`config.mk`:
```
export PLATFORM = sky130hd
export DESIGN_NAME = formation_consensus_controller
export DESIGN_NICKNAME = d
export VERILOG_FILES = /design/src/hdl/fcc_pkg.sv /design/src/hdl/fcc_mac.sv /design/src/hdl/formation_consensus_controller.sv
export SDC_FILE = /design/constraint.sdc
export NUM_CORES = 2
export LEC_CHECK = 0
export ABC_AREA = 1
export BUFFER_PORTS_ARGS = -buffer_cell sky130_fd_sc_hd__clkbuf_2
export CORE_AREA = 2 2 324 326
export DETAILED_ROUTE_END_ITERATION = 6
export DIE_AREA = 0 0 326 328
export PLACE_DENSITY = 0.78
export SLEW_MARGIN = 10
export SYNTH_ARGS = -nofsm -noshare
export SYNTH_HDL_FRONTEND = slang
export SYNTH_SLANG_ARGS = --single-unit
```
`constraint.sdc`:
```
create_clock -name i_clk -period 9.6 [get_ports i_clk]
set_input_delay 0.96 -clock i_clk [delete_from_list [all_inputs] [get_ports i_clk]]
set_output_delay 0.96 -clock i_clk [all_outputs]
set_load 0.02 [all_outputs]
```
`src/hdl/fcc_pkg.sv`:
```
`timescale 1ns / 1ps
// ----------------------------------------------------------------------------
// Formation consensus controller package
// Shared widths, request and register codes, and the control bundle that
// steers the shared multiply-accumulate unit.
// ----------------------------------------------------------------------------
package fcc_pkg;

    // Gains are signed Q8.8.
    localparam int GAIN_W = 16;
    // Widest second operand: the derivative difference times 400.
    localparam int OPB_W  = 27;
    localparam int PROD_W = GAIN_W + OPB_W;
    // Accumulator of one axis in Q8.8 units.
    localparam int ACC_W  = 48;

    // Request kinds carried in tuser.
    localparam logic [1:0] REQ_TICK = 2'd0;
    localparam logic [1:0] REQ_MSG  = 2'd1;
    localparam logic [1:0] REQ_CTRL = 2'd2;

    // Configuration register indexes.
    localparam logic [2:0] REG_KP_X     = 3'd0;
    localparam logic [2:0] REG_KP_Y     = 3'd1;
    localparam logic [2:0] REG_KD_X     = 3'd2;
    localparam logic [2:0] REG_KD_Y     = 3'd3;
    localparam logic [2:0] REG_KI_GAIN  = 3'd4;
    localparam logic [2:0] REG_SILENCE  = 3'd5;
    localparam logic [2:0] REG_NBR_ADDR = 3'd6;
    localparam logic [2:0] REG_ACC_CODE = 3'd7;

    typedef struct packed {
        logic clear;   // zero the accumulator
        logic mul;     // start a product this cycle
    } t_mac_ctl;

endpackage

```
`src/hdl/fcc_mac.sv`:
```
`timescale 1ns / 1ps
// ----------------------------------------------------------------------------
// Shared multiply-accumulate unit
// One signed multiplier with a registered product that feeds an accumulator
// in the following cycle.
// ----------------------------------------------------------------------------
module fcc_mac (
    input  logic                                i_clk,
    input  logic                                i_rst_n,
    input  fcc_pkg::t_mac_ctl                   i_ctl,
    input  logic signed [fcc_pkg::GAIN_W-1:0]   i_opa,
    input  logic signed [fcc_pkg::OPB_W-1:0]    i_opb,
    output logic signed [fcc_pkg::ACC_W-1:0]    o_acc,
    output logic                                o_prod_vld
);

    logic signed [fcc_pkg::PROD_W-1:0] r_prod;
    logic                              r_prod_vld;
    logic signed [fcc_pkg::ACC_W-1:0]  r_acc;

    always_ff @(posedge i_clk) begin
        if (!i_rst_n) begin
            r_prod_vld <= 1'b0;
            r_acc      <= '0;
        end else begin
            r_prod_vld <= i_ctl.mul;
            if (i_ctl.clear) begin
                r_acc <= '0;
            end else if (r_prod_vld) begin
                r_acc <= r_acc + fcc_pkg::ACC_W'(r_prod);
            end
        end
        r_prod <= i_opa * i_opb;
    end

    assign o_acc      = r_acc;
    assign o_prod_vld = r_prod_vld;

endmodule

```
`src/hdl/formation_consensus_controller.sv`:
```
`timescale 1ns / 1ps
// ----------------------------------------------------------------------------
// Formation consensus controller
// PD position control for one vehicle plus a consensus term built from the
// error offsets of up to four neighbors, with neighbor aging.
// ----------------------------------------------------------------------------
// Usage:
// Items enter on the slave stream; tuser carries the request kind (tick,
// received message, control step) and tdata the message and own-state fields.
// Only a control step yields an item on the master stream, carrying both
// saturated corrections and both saturated velocity commands.
// The block handles one item at a time and drops tready while it works.
// A tick walks the neighbor slots one per cycle, and a message searches the
// slots one per cycle. A control step sums the active offsets slot by slot,
// then runs six products through the single shared multiplier (three per
// axis, each axis followed by a drain state and a rounding state), then
// loads the result register in its push state: the result appears in the
// same cycle that tready returns. The slot walk and the shared multiplier
// set how long a control step takes.
// A finished result sits in an output register; while the receiver stalls,
// the block still accepts ticks and messages, and a later control step waits
// in its final cycle until the register frees up.
// Reset clears the neighbor activity, the stored previous errors, the
// configuration registers (silence limit returns to 100) and output tvalid.
// Configuration is written through a plain write port; the user must write it
// only while the block is idle, which the block itself does not enforce.
// ----------------------------------------------------------------------------
module formation_consensus_controller #(
    parameter int NEIGHBOR_SLOTS = 4
) (
    input  logic          i_clk,
    input  logic          i_rst_n,
    // Slave stream
    input  logic          i_s_axis_tvalid,
    output logic          o_s_axis_tready,
    // tdata from bit 0: msg_src[15:0], msg_code[23:16], msg_err_x[39:24],
    // msg_err_y[55:40], own_err_x[71:56], own_err_y[87:72],
    // speed_set_x[103:88], speed_set_y[119:104]
    input  logic [119:0]  i_s_axis_tdata,
    // tuser from bit 0: req_type[1:0]
    input  logic [1:0]    i_s_axis_tuser,
    // Master stream
    output logic          o_m_axis_tvalid,
    input  logic          i_m_axis_tready,
    // tdata from bit 0: ctrl_x[15:0], ctrl_y[31:16], vel_cmd_x[47:32],
    // vel_cmd_y[63:48]
    output logic [63:0]   o_m_axis_tdata,
    // Configuration write port
    input  logic          i_cfg_we,
    input  logic [2:0]    i_cfg_addr,
    input  logic [63:0]   i_cfg_data
);

    localparam int SLOT_W = (NEIGHBOR_SLOTS > 1) ? $clog2(NEIGHBOR_SLOTS) : 1;
    localparam logic [SLOT_W-1:0] LAST_SLOT = SLOT_W'(NEIGHBOR_SLOTS - 1);
    // The sum of the active offsets grows by one bit per doubling of slots.
    localparam int SUM_W = 17 + SLOT_W;
    // Rounded correction width and one more bit for the setpoint sum.
    localparam int CORR_W = fcc_pkg::ACC_W - 8;
    localparam int VSUM_W = CORR_W + 1;

    typedef enum logic [2:0] {
        S_IDLE,
        S_TICK,
        S_MSG,
        S_SUM,
        S_MUL,
        S_DRAIN,
        S_FIN,
        S_PUSH
    } t_state;

    // Configuration registers.
    logic signed [15:0] r_kp_x, r_kp_y, r_kd_x, r_kd_y, r_ki_gain;
    logic [14:0]        r_silence_limit;
    logic [63:0]        r_nbr_addrs;
    logic [7:0]         r_acc_code;

    // Neighbor table.
    logic signed [16:0] r_off_x [NEIGHBOR_SLOTS];
    logic signed [16:0] r_off_y [NEIGHBOR_SLOTS];
    logic [15:0]        r_timer [NEIGHBOR_SLOTS];
    logic [NEIGHBOR_SLOTS-1:0] r_active;

    // Controller state and latched item.
    t_state             r_state;
    logic [SLOT_W-1:0]  r_slot;
    logic [1:0]         r_step;
    logic               r_axis;
    logic signed [16:0] r_prev_x, r_prev_y;
    logic [15:0]        r_src;
    logic [7:0]         r_code;
    logic signed [16:0] r_new_off_x, r_new_off_y;
    logic signed [16:0] r_ex, r_ey;
    logic signed [15:0] r_sp_x, r_sp_y;
    logic signed [SUM_W-1:0] r_sum_x, r_sum_y;
    logic signed [fcc_pkg::OPB_W-1:0] r_dx400, r_dy400;
    logic signed [15:0] r_ctrl_x, r_ctrl_y, r_vel_x, r_vel_y;
    logic               r_out_vld;
    logic [63:0]        r_out_data;

    logic [15:0]        w_slot_addr [NEIGHBOR_SLOTS];
    logic signed [17:0] w_dx, w_dy;
    logic [15:0]        w_timer_inc;

    fcc_pkg::t_mac_ctl                  w_mac_ctl;
    logic signed [fcc_pkg::GAIN_W-1:0]  w_opa;
    logic signed [fcc_pkg::OPB_W-1:0]   w_opb;
    logic signed [fcc_pkg::ACC_W-1:0]   w_acc;
    logic                               w_prod_vld;
    logic signed [fcc_pkg::ACC_W-1:0]   w_rnd;
    logic signed [CORR_W-1:0]           w_corr;
    logic signed [VSUM_W-1:0]           w_vsum;
    logic signed [15:0]                 w_ctrl_sat, w_vel_sat;

    // Clamp a wide signed value to the 16-bit range.
    function automatic logic signed [15:0] sat16(input logic signed [VSUM_W-1:0] v);
        logic signed [15:0] res;
        if (v > VSUM_W'(32767)) begin
            res = 16'sh7FFF;
        end else if (v < -VSUM_W'(32768)) begin
            res = 16'sh8000;
        end else begin
            res = v[15:0];
        end
        return res;
    endfunction

    for (genvar g = 0; g < NEIGHBOR_SLOTS; g++) begin : g_addr
        assign w_slot_addr[g] = r_nbr_addrs[16*g +: 16];
    end

    // Derivative differences; times 400 is done as 256 + 128 + 16.
    assign w_dx = 18'(r_ex) - 18'(r_prev_x);
    assign w_dy = 18'(r_ey) - 18'(r_prev_y);

    assign w_timer_inc = r_timer[r_slot] + 16'd1;

    // Operand selection for the shared multiplier: kp*e, kd*d*400, ki*sum.
    always_comb begin
        w_opa = r_ki_gain;
        w_opb = fcc_pkg::OPB_W'(r_axis ? r_sum_y : r_sum_x);
        case (r_step)
            2'd0: begin
                w_opa = r_axis ? r_kp_y : r_kp_x;
                w_opb = fcc_pkg::OPB_W'(r_axis ? r_ey : r_ex);
            end
            2'd1: begin
                w_opa = r_axis ? r_kd_y : r_kd_x;
                w_opb = r_axis ? r_dy400 : r_dx400;
            end
            default: begin
                w_opa = r_ki_gain;
                w_opb = fcc_pkg::OPB_W'(r_axis ? r_sum_y : r_sum_x);
            end
        endcase
    end

    assign w_mac_ctl.clear = (r_state == S_FIN);
    assign w_mac_ctl.mul   = (r_state == S_MUL);

    fcc_mac u_mac (
        .i_clk      (i_clk),
        .i_rst_n    (i_rst_n),
        .i_ctl      (w_mac_ctl),
        .i_opa      (w_opa),
        .i_opb      (w_opb),
        .o_acc      (w_acc),
        .o_prod_vld (w_prod_vld)
    );

    // Round half up to whole units: an arithmetic shift floors.
    assign w_rnd      = w_acc + fcc_pkg::ACC_W'(128);
    assign w_corr     = w_rnd[fcc_pkg::ACC_W-1:8];
    assign w_vsum     = VSUM_W'(r_axis ? r_sp_y : r_sp_x) + VSUM_W'(w_corr);
    assign w_ctrl_sat = sat16(VSUM_W'(w_corr));
    assign w_vel_sat  = sat16(w_vsum);

    always_ff @(posedge i_clk) begin
        if (!i_rst_n) begin
            r_state         <= S_IDLE;
            r_slot          <= '0;
            r_step          <= '0;
            r_axis          <= 1'b0;
            r_active        <= '0;
            r_prev_x        <= '0;
            r_prev_y        <= '0;
            r_out_vld       <= 1'b0;
            r_kp_x          <= '0;
            r_kp_y          <= '0;
            r_kd_x          <= '0;
            r_kd_y          <= '0;
            r_ki_gain       <= '0;
            r_silence_limit <= 15'd100;
            r_nbr_addrs     <= '0;
            r_acc_code      <= '0;
        end else begin
            if (i_cfg_we) begin
                case (i_cfg_addr)
                    fcc_pkg::REG_KP_X:     r_kp_x          <= i_cfg_data[15:0];
                    fcc_pkg::REG_KP_Y:     r_kp_y          <= i_cfg_data[15:0];
                    fcc_pkg::REG_KD_X:     r_kd_x          <= i_cfg_data[15:0];
                    fcc_pkg::REG_KD_Y:     r_kd_y          <= i_cfg_data[15:0];
                    fcc_pkg::REG_KI_GAIN:  r_ki_gain       <= i_cfg_data[15:0];
                    fcc_pkg::REG_SILENCE:  r_silence_limit <= i_cfg_data[14:0];
                    fcc_pkg::REG_NBR_ADDR: r_nbr_addrs     <= i_cfg_data;
                    fcc_pkg::REG_ACC_CODE: r_acc_code      <= i_cfg_data[7:0];
                    default: ;
                endcase
            end

            // The push cycle reloads the register itself when it frees up.
            if (r_out_vld && i_m_axis_tready && r_state != S_PUSH) begin
                r_out_vld <= 1'b0;
            end

            case (r_state)
                S_IDLE: begin
                    r_slot <= '0;
                    if (i_s_axis_tvalid) begin
                        r_src       <= i_s_axis_tdata[15:0];
                        r_code      <= i_s_axis_tdata[23:16];
                        r_new_off_x <= 17'($signed(i_s_axis_tdata[39:24]))
                                     - 17'($signed(i_s_axis_tdata[71:56]));
                        r_new_off_y <= 17'($signed(i_s_axis_tdata[55:40]))
                                     - 17'($signed(i_s_axis_tdata[87:72]));
                        r_ex        <= -17'($signed(i_s_axis_tdata[71:56]));
                        r_ey        <= -17'($signed(i_s_axis_tdata[87:72]));
                        r_sp_x      <= i_s_axis_tdata[103:88];
                        r_sp_y      <= i_s_axis_tdata[119:104];
                        r_sum_x     <= '0;
                        r_sum_y     <= '0;
                        case (i_s_axis_tuser)
                            fcc_pkg::REQ_TICK: r_state <= S_TICK;
                            fcc_pkg::REQ_MSG:  r_state <= S_MSG;
                            fcc_pkg::REQ_CTRL: r_state <= S_SUM;
                            default:           r_state <= S_IDLE;
                        endcase
                    end
                end

                S_TICK: begin
                    // Age one active slot per cycle; drop it past the limit.
                    if (r_active[r_slot]) begin
                        r_timer[r_slot] <= w_timer_inc;
                        if (w_timer_inc > {1'b0, r_silence_limit}) begin
                            r_active[r_slot] <= 1'b0;
                        end
                    end
                    if (r_slot == LAST_SLOT) begin
                        r_state <= S_IDLE;
                    end else begin
                        r_slot <= r_slot + 1'b1;
                    end
                end

                S_MSG: begin
                    // The lowest slot with a matching address decides; a
                    // wrong code ends the search without an update.
                    if (w_slot_addr[r_slot] == r_src) begin
                        if (r_code == r_acc_code) begin
                            r_off_x[r_slot]  <= r_new_off_x;
                            r_off_y[r_slot]  <= r_new_off_y;
                            r_timer[r_slot]  <= '0;
                            r_active[r_slot] <= 1'b1;
                        end
                        r_state <= S_IDLE;
                    end else if (r_slot == LAST_SLOT) begin
                        r_state <= S_IDLE;
                    end else begin
                        r_slot <= r_slot + 1'b1;
                    end
                end

                S_SUM: begin
                    if (r_active[r_slot]) begin
                        r_sum_x <= r_sum_x + SUM_W'(r_off_x[r_slot]);
                        r_sum_y <= r_sum_y + SUM_W'(r_off_y[r_slot]);
                    end
                    r_dx400 <= (fcc_pkg::OPB_W'(w_dx) <<< 8)
                             + (fcc_pkg::OPB_W'(w_dx) <<< 7)
                             + (fcc_pkg::OPB_W'(w_dx) <<< 4);
                    r_dy400 <= (fcc_pkg::OPB_W'(w_dy) <<< 8)
                             + (fcc_pkg::OPB_W'(w_dy) <<< 7)
                             + (fcc_pkg::OPB_W'(w_dy) <<< 4);
                    r_step <= '0;
                    r_axis <= 1'b0;
                    if (r_slot == LAST_SLOT) begin
                        r_state <= S_MUL;
                    end else begin
                        r_slot <= r_slot + 1'b1;
                    end
                end

                S_MUL: begin
                    if (r_step == 2'd2) begin
                        r_state <= S_DRAIN;
                    end else begin
                        r_step <= r_step + 2'd1;
                    end
                end

                S_DRAIN: begin
                    // The last product of the axis lands in the accumulator.
                    r_state <= S_FIN;
                end

                S_FIN: begin
                    r_step <= '0;
                    if (r_axis) begin
                        r_ctrl_y <= w_ctrl_sat;
                        r_vel_y  <= w_vel_sat;
                        r_state  <= S_PUSH;
                    end else begin
                        r_ctrl_x <= w_ctrl_sat;
                        r_vel_x  <= w_vel_sat;
                        r_axis   <= 1'b1;
                        r_state  <= S_MUL;
                    end
                end

                S_PUSH: begin
                    if (!r_out_vld || i_m_axis_tready) begin
                        r_out_data <= {r_vel_y, r_vel_x, r_ctrl_y, r_ctrl_x};
                        r_out_vld  <= 1'b1;
                        r_prev_x   <= r_ex;
                        r_prev_y   <= r_ey;
                        r_state    <= S_IDLE;
                    end
                end

                default: r_state <= S_IDLE;
            endcase
        end
    end

    assign o_s_axis_tready = (r_state == S_IDLE);
    assign o_m_axis_tvalid = r_out_vld;
    assign o_m_axis_tdata  = r_out_data;

    // The slot walk never leaves the table.
    a_slot_range: assert property (@(posedge i_clk) disable iff (!i_rst_n)
        r_slot <= LAST_SLOT)
        else $error("slot counter beyond last neighbor slot");

    // A new result only appears out of the final control cycle.
    a_out_source: assert property (@(posedge i_clk) disable iff (!i_rst_n)
        $rose(r_out_vld) |-> $past(r_state) == S_PUSH)
        else $error("result loaded outside the push cycle");

    // Rounding reads a settled accumulator: no product is still in flight.
    a_drained: assert property (@(posedge i_clk) disable iff (!i_rst_n)
        r_state == S_FIN |-> !w_prod_vld)
        else $error("accumulator rounded with a product pending");

    // Every product step is followed by another step or by the drain cycle.
    a_mul_seq: assert property (@(posedge i_clk) disable iff (!i_rst_n)
        r_state == S_MUL |=> (r_state == S_MUL || r_state == S_DRAIN))
        else $error("multiply sequence broken");

endmodule
```
==> parameters.txt <==
Parameter                              Value

GRT
  Grt total ovfl    0
  GRT Util Overall    0.339
  Maximum number of pins on one net before global-route repair    98
  Initial antenna violation count    2
  First-pass GRT wire length    282 mm
  Number of global-route vias before repair    51200

Yosys
  Number of enable-type register cells in the synthesized netlist    536
  Post-synthesis cell type with the largest combined area    sky130_fd_sc_hd__edfxtp_1
  Proportion of synthesized flip-flops having asynchronous set or reset    0
  Mean cell area of the mapped netlist    8.35 µm²
  Post-synthesis sequential area ratio    0.361
  Netlist Area Pre-Place    61700 µm²
  Post-Synthesis Net Count    8396
  Most used DFF post-synth    sky130_fd_sc_hd__edfxtp_1
  Proportion of netlist area held by the largest area contributor    0.261
  Synthesized flop and latch total    844
  Number of cells produced by synthesis    7389
  Ranking of synthesized cells by area    sky130_fd_sc_hd__edfxtp_1 (26%), sky130_fd_sc_hd__fa_1 (15%), sky130_fd_sc_hd__dfxtp_1 (10%)
  Number of distinct standard cells referenced by the synthesized netlist    63
  Yosys warns    0

Layout
  Nets@finish    8611
  Share of cells above drive strength 1    0.0722
  Fin area    67700 µm²
  Fillers    8633
  Synthesis-to-layout area growth    9.59%
  Post-layout util    0.656
  Register cell area after layout    22300 µm²
  Total area of multi-input combinational cells    34100 µm²

Power
  VDD IR-drop max    0.000252 V
  Static leakage power    31.6 nW
  Overall power after layout    0.0167 W
  Cell area power density    247 nW/µm²

Worst setup path
  Data required time at the worst endpoint    10140 ps
  Critical path endpoint category    register
  Critical Setup Path Class    reg2reg
  Arrival time reported for the critical path endpoint    9530 ps
  Largest fanout on the critical path    44
  Kind of start point of the critical path    register

Outcome
  Run status    complete, no violations

Place
  Port buffer count    259
  Last weighted congestion value of the routability-driven placer    0.984
  Placed wire-length estimate after detailed placement    142 mm
  Instance area at placement    64600 µm²

Drt
  Drt first pass iters    6
  Number of nets with antenna violations after detailed routing    0
  Drt via density    5.67
  DRC violation total after the first TritonRoute iteration    4802
  Detailed-route via count    51300
  Average wire per standard cell    20.1 µm
  # DRC    0
  Sum of routed wire length over all layers    182 mm

STA
  Highest attainable clock frequency    111 MHz
  Worst setup skew after layout    45.0 ps
  Number of hold violations in the final report    0
  Number of slew-limit violations in the final report    0
  Rel. slew slack    0.243
  Fin crit period    8990 ps
  Final period utilization    0.936
  Final-layout setup total negative slack    0 ps
  Finish-stage setup viols    0
  Setup repair after global routing missed its margin    no
  Hold WS    411 ps
  Actual slew at the worst max-slew pin    1140 ps

Run
  Max-cap violation count    0

Floorplanning
  Area of the die    107000 µm²
  Core box area    103000 µm²
  Die H    328 µm
  Number of placement rows    118
  Chip Width    326 µm
  Boundary Pins    260
  Initial core utilization    0.598

CTS
  Number of clock sinks    844
  Clock-pin slew on the worst setup and hold paths    60 ps
  TritonCTS Buffers    88
  Clock latency of the later-clocked register in the worst-skew pair    700 ps
  CTS root buffer    sky130_fd_sc_hd__clkbuf_16
  Maximum buffer depth of the clock tree    3
  Quantity of gates resized following cts    0
  Post-CTS setup buffer count    0
  Hold-fix buffers, CTS    0
  Max H-tree Level    3
  CTS tree    done

Hold path
  Path type of the worst min-delay path    reg2reg
-- layout by cell type (no fill, tap or decap), types with 29 or more instances in the layout --
master	netlist	final
sky130_fd_sc_hd__dfxtp_1	308	305
sky130_fd_sc_hd__edfxtp_1	536	536
sky130_fd_sc_hd__nor2_1	1083	1067
sky130_fd_sc_hd__xnor2_1	70	70
sky130_fd_sc_hd__clkinv_1	22	29
sky130_fd_sc_hd__nand2_1	1309	1309
sky130_fd_sc_hd__fa_1	458	458
sky130_fd_sc_hd__xor2_1	209	209
sky130_fd_sc_hd__clkbuf_16	0	88
sky130_fd_sc_hd__o22ai_1	47	47
sky130_fd_sc_hd__nand3_1	189	189
sky130_fd_sc_hd__nor3_1	69	69
sky130_fd_sc_hd__a21oi_1	405	405
sky130_fd_sc_hd__clkbuf_2	4	258
sky130_fd_sc_hd__ha_1	355	355
sky130_fd_sc_hd__o21ai_0	569	566
sky130_fd_sc_hd__inv_1	1208	1205
sky130_fd_sc_hd__buf_4	6	67
sky130_fd_sc_hd__nand4_1	65	65
-- cells in the mapped netlist, types with 7 or more instances --
library cell	count
sky130_fd_sc_hd__o211ai_1	17
sky130_fd_sc_hd__buf_2	8
sky130_fd_sc_hd__fa_1	458
sky130_fd_sc_hd__edfxtp_1	536
sky130_fd_sc_hd__o221ai_1	18
sky130_fd_sc_hd__a22oi_1	12
sky130_fd_sc_hd__nand4_1	65
sky130_fd_sc_hd__nand3b_1	9
sky130_fd_sc_hd__inv_2	10
sky130_fd_sc_hd__o21ai_0	569
sky130_fd_sc_hd__nor2_1	1083
sky130_fd_sc_hd__clkinv_1	22
sky130_fd_sc_hd__nor4_1	12
sky130_fd_sc_hd__a21oi_1	405
sky130_fd_sc_hd__xor2_1	209
sky130_fd_sc_hd__nand2_2	7
sky130_fd_sc_hd__dfxtp_1	308
sky130_fd_sc_hd__xnor2_1	70
sky130_fd_sc_hd__o21a_1	17
sky130_fd_sc_hd__o21bai_1	27
sky130_fd_sc_hd__nand2_1	1309
sky130_fd_sc_hd__ha_1	355
sky130_fd_sc_hd__o22ai_1	47
sky130_fd_sc_hd__a21boi_0	17
sky130_fd_sc_hd__clkbuf_1	161
sky130_fd_sc_hd__a211oi_1	11
sky130_fd_sc_hd__o21ai_1	18
sky130_fd_sc_hd__a21o_1	16
sky130_fd_sc_hd__buf_1	19
sky130_fd_sc_hd__nand3_1	189
sky130_fd_sc_hd__a31oi_1	27
sky130_fd_sc_hd__nor3_1	69
sky130_fd_sc_hd__nor2_2	8
sky130_fd_sc_hd__inv_1	1208
-- cell families (layout without fill, tap and decap cells) --
group | after synthesis | after routing | share of synthesized area
AOI/OAI and AO/OA | 1226 | 1226 | 0.108
buffers and inverters | 1440 | 1729 | 0.0884
other | 0 | 3 | 0
and+or+nand+nor | 2784 | 2784 | 0.182
adders and majority gates | 813 | 813 | 0.220
muxes | 1 | 1 | 0.000162
DFF | 844 | 844 | 0.361
xor gates and xnor gates | 281 | 281 | 0.0401
-- critical path: stages (launching register included) --
cell and delay (ps):
sky130_fd_sc_hd__dfxtp_4 530, sky130_fd_sc_hd__clkinv_2 560, sky130_fd_sc_hd__buf_4 440, sky130_fd_sc_hd__o21ai_0 170, sky130_fd_sc_hd__o22ai_1 110, sky130_fd_sc_hd__o21ai_1 720
sky130_fd_sc_hd__clkinv_1 690, sky130_fd_sc_hd__nand2_1 270, sky130_fd_sc_hd__fa_1 450, sky130_fd_sc_hd__fa_1 480, sky130_fd_sc_hd__fa_1 540, sky130_fd_sc_hd__inv_1 50
sky130_fd_sc_hd__fa_1 460, sky130_fd_sc_hd__fa_1 610, sky130_fd_sc_hd__inv_1 80, sky130_fd_sc_hd__fa_1 530, sky130_fd_sc_hd__inv_1 40, sky130_fd_sc_hd__ha_1 370
sky130_fd_sc_hd__nand2_1 100, sky130_fd_sc_hd__nor2_1 170, sky130_fd_sc_hd__inv_1 90, sky130_fd_sc_hd__nor3_1 450, sky130_fd_sc_hd__a21oi_1 180, sky130_fd_sc_hd__o21ai_0 440
sky130_fd_sc_hd__a21oi_1 160, sky130_fd_sc_hd__xnor2_1 150
-- area by class of cell --
type / count / area share
Antenna cell: 3 / 0.000111
Clock buffer: 106 / 0.0344
Clock inverter: 58 / 0.0108
Inverter: 1240 / 0.0688
Multi-Input combinational cell: 5105 / 0.505
Sequential cell: 844 / 0.329
Tap cell: 1380 / 0.0255
Timing Repair Buffer: 325 / 0.0265
-- through the flow --
stage / worst slack (ps) / cells
2_1_floorplan: 2350 / 7389
3_3_place_gp: 899 / 8894
3_5_place_dp: 823 / 8894
4_1_cts: 778 / 9058
5_1_grt: 166 / 9060
6_report: 611 / 9061
-- routing by layer --
layer  track usage  vias up  routed length, µm
met2         0.573     2156              86900
met5             0        -                  0
met4         0.160        0               9350
met1         0.433    24500              73100
met3        0.0466      467              13100
li1              -    24200                  -
-- power by group --
part	internal, W	switching (W)	total, W	leakage (nW)
Sequential	0.00444	0.000235	0.00467	7.38
Combinational	0.00291	0.00552	0.00843	22.7
Clock	0.00210	0.00153	0.00363	1.48
-- path summary, 6_finish.rpt --
kind	start	endpoint	slack, ps	depth (start not counted)
max	r_axis	u_mac.r_prod[33]	610	25
min	r_ctrl_y[13]	o_m_axis_tdata[29]	410	0
max reg2reg	r_axis	u_mac.r_prod[33]	610	25
min reg2reg	r_ctrl_y[13]	o_m_axis_tdata[29]	410	0
-- state kept, by name, indices dropped and copies added, names as in the netlist, 23 cells and up, named ones only --
register	cells
r_off_x	68
r_off_y	68
o_m_axis_tdata	64
r_nbr_addrs	64
r_timer	64
u_mac.o_acc	48
u_mac.r_prod	43
r_dx400	23
r_dy400	23
(Power assumes the default switching activity.)
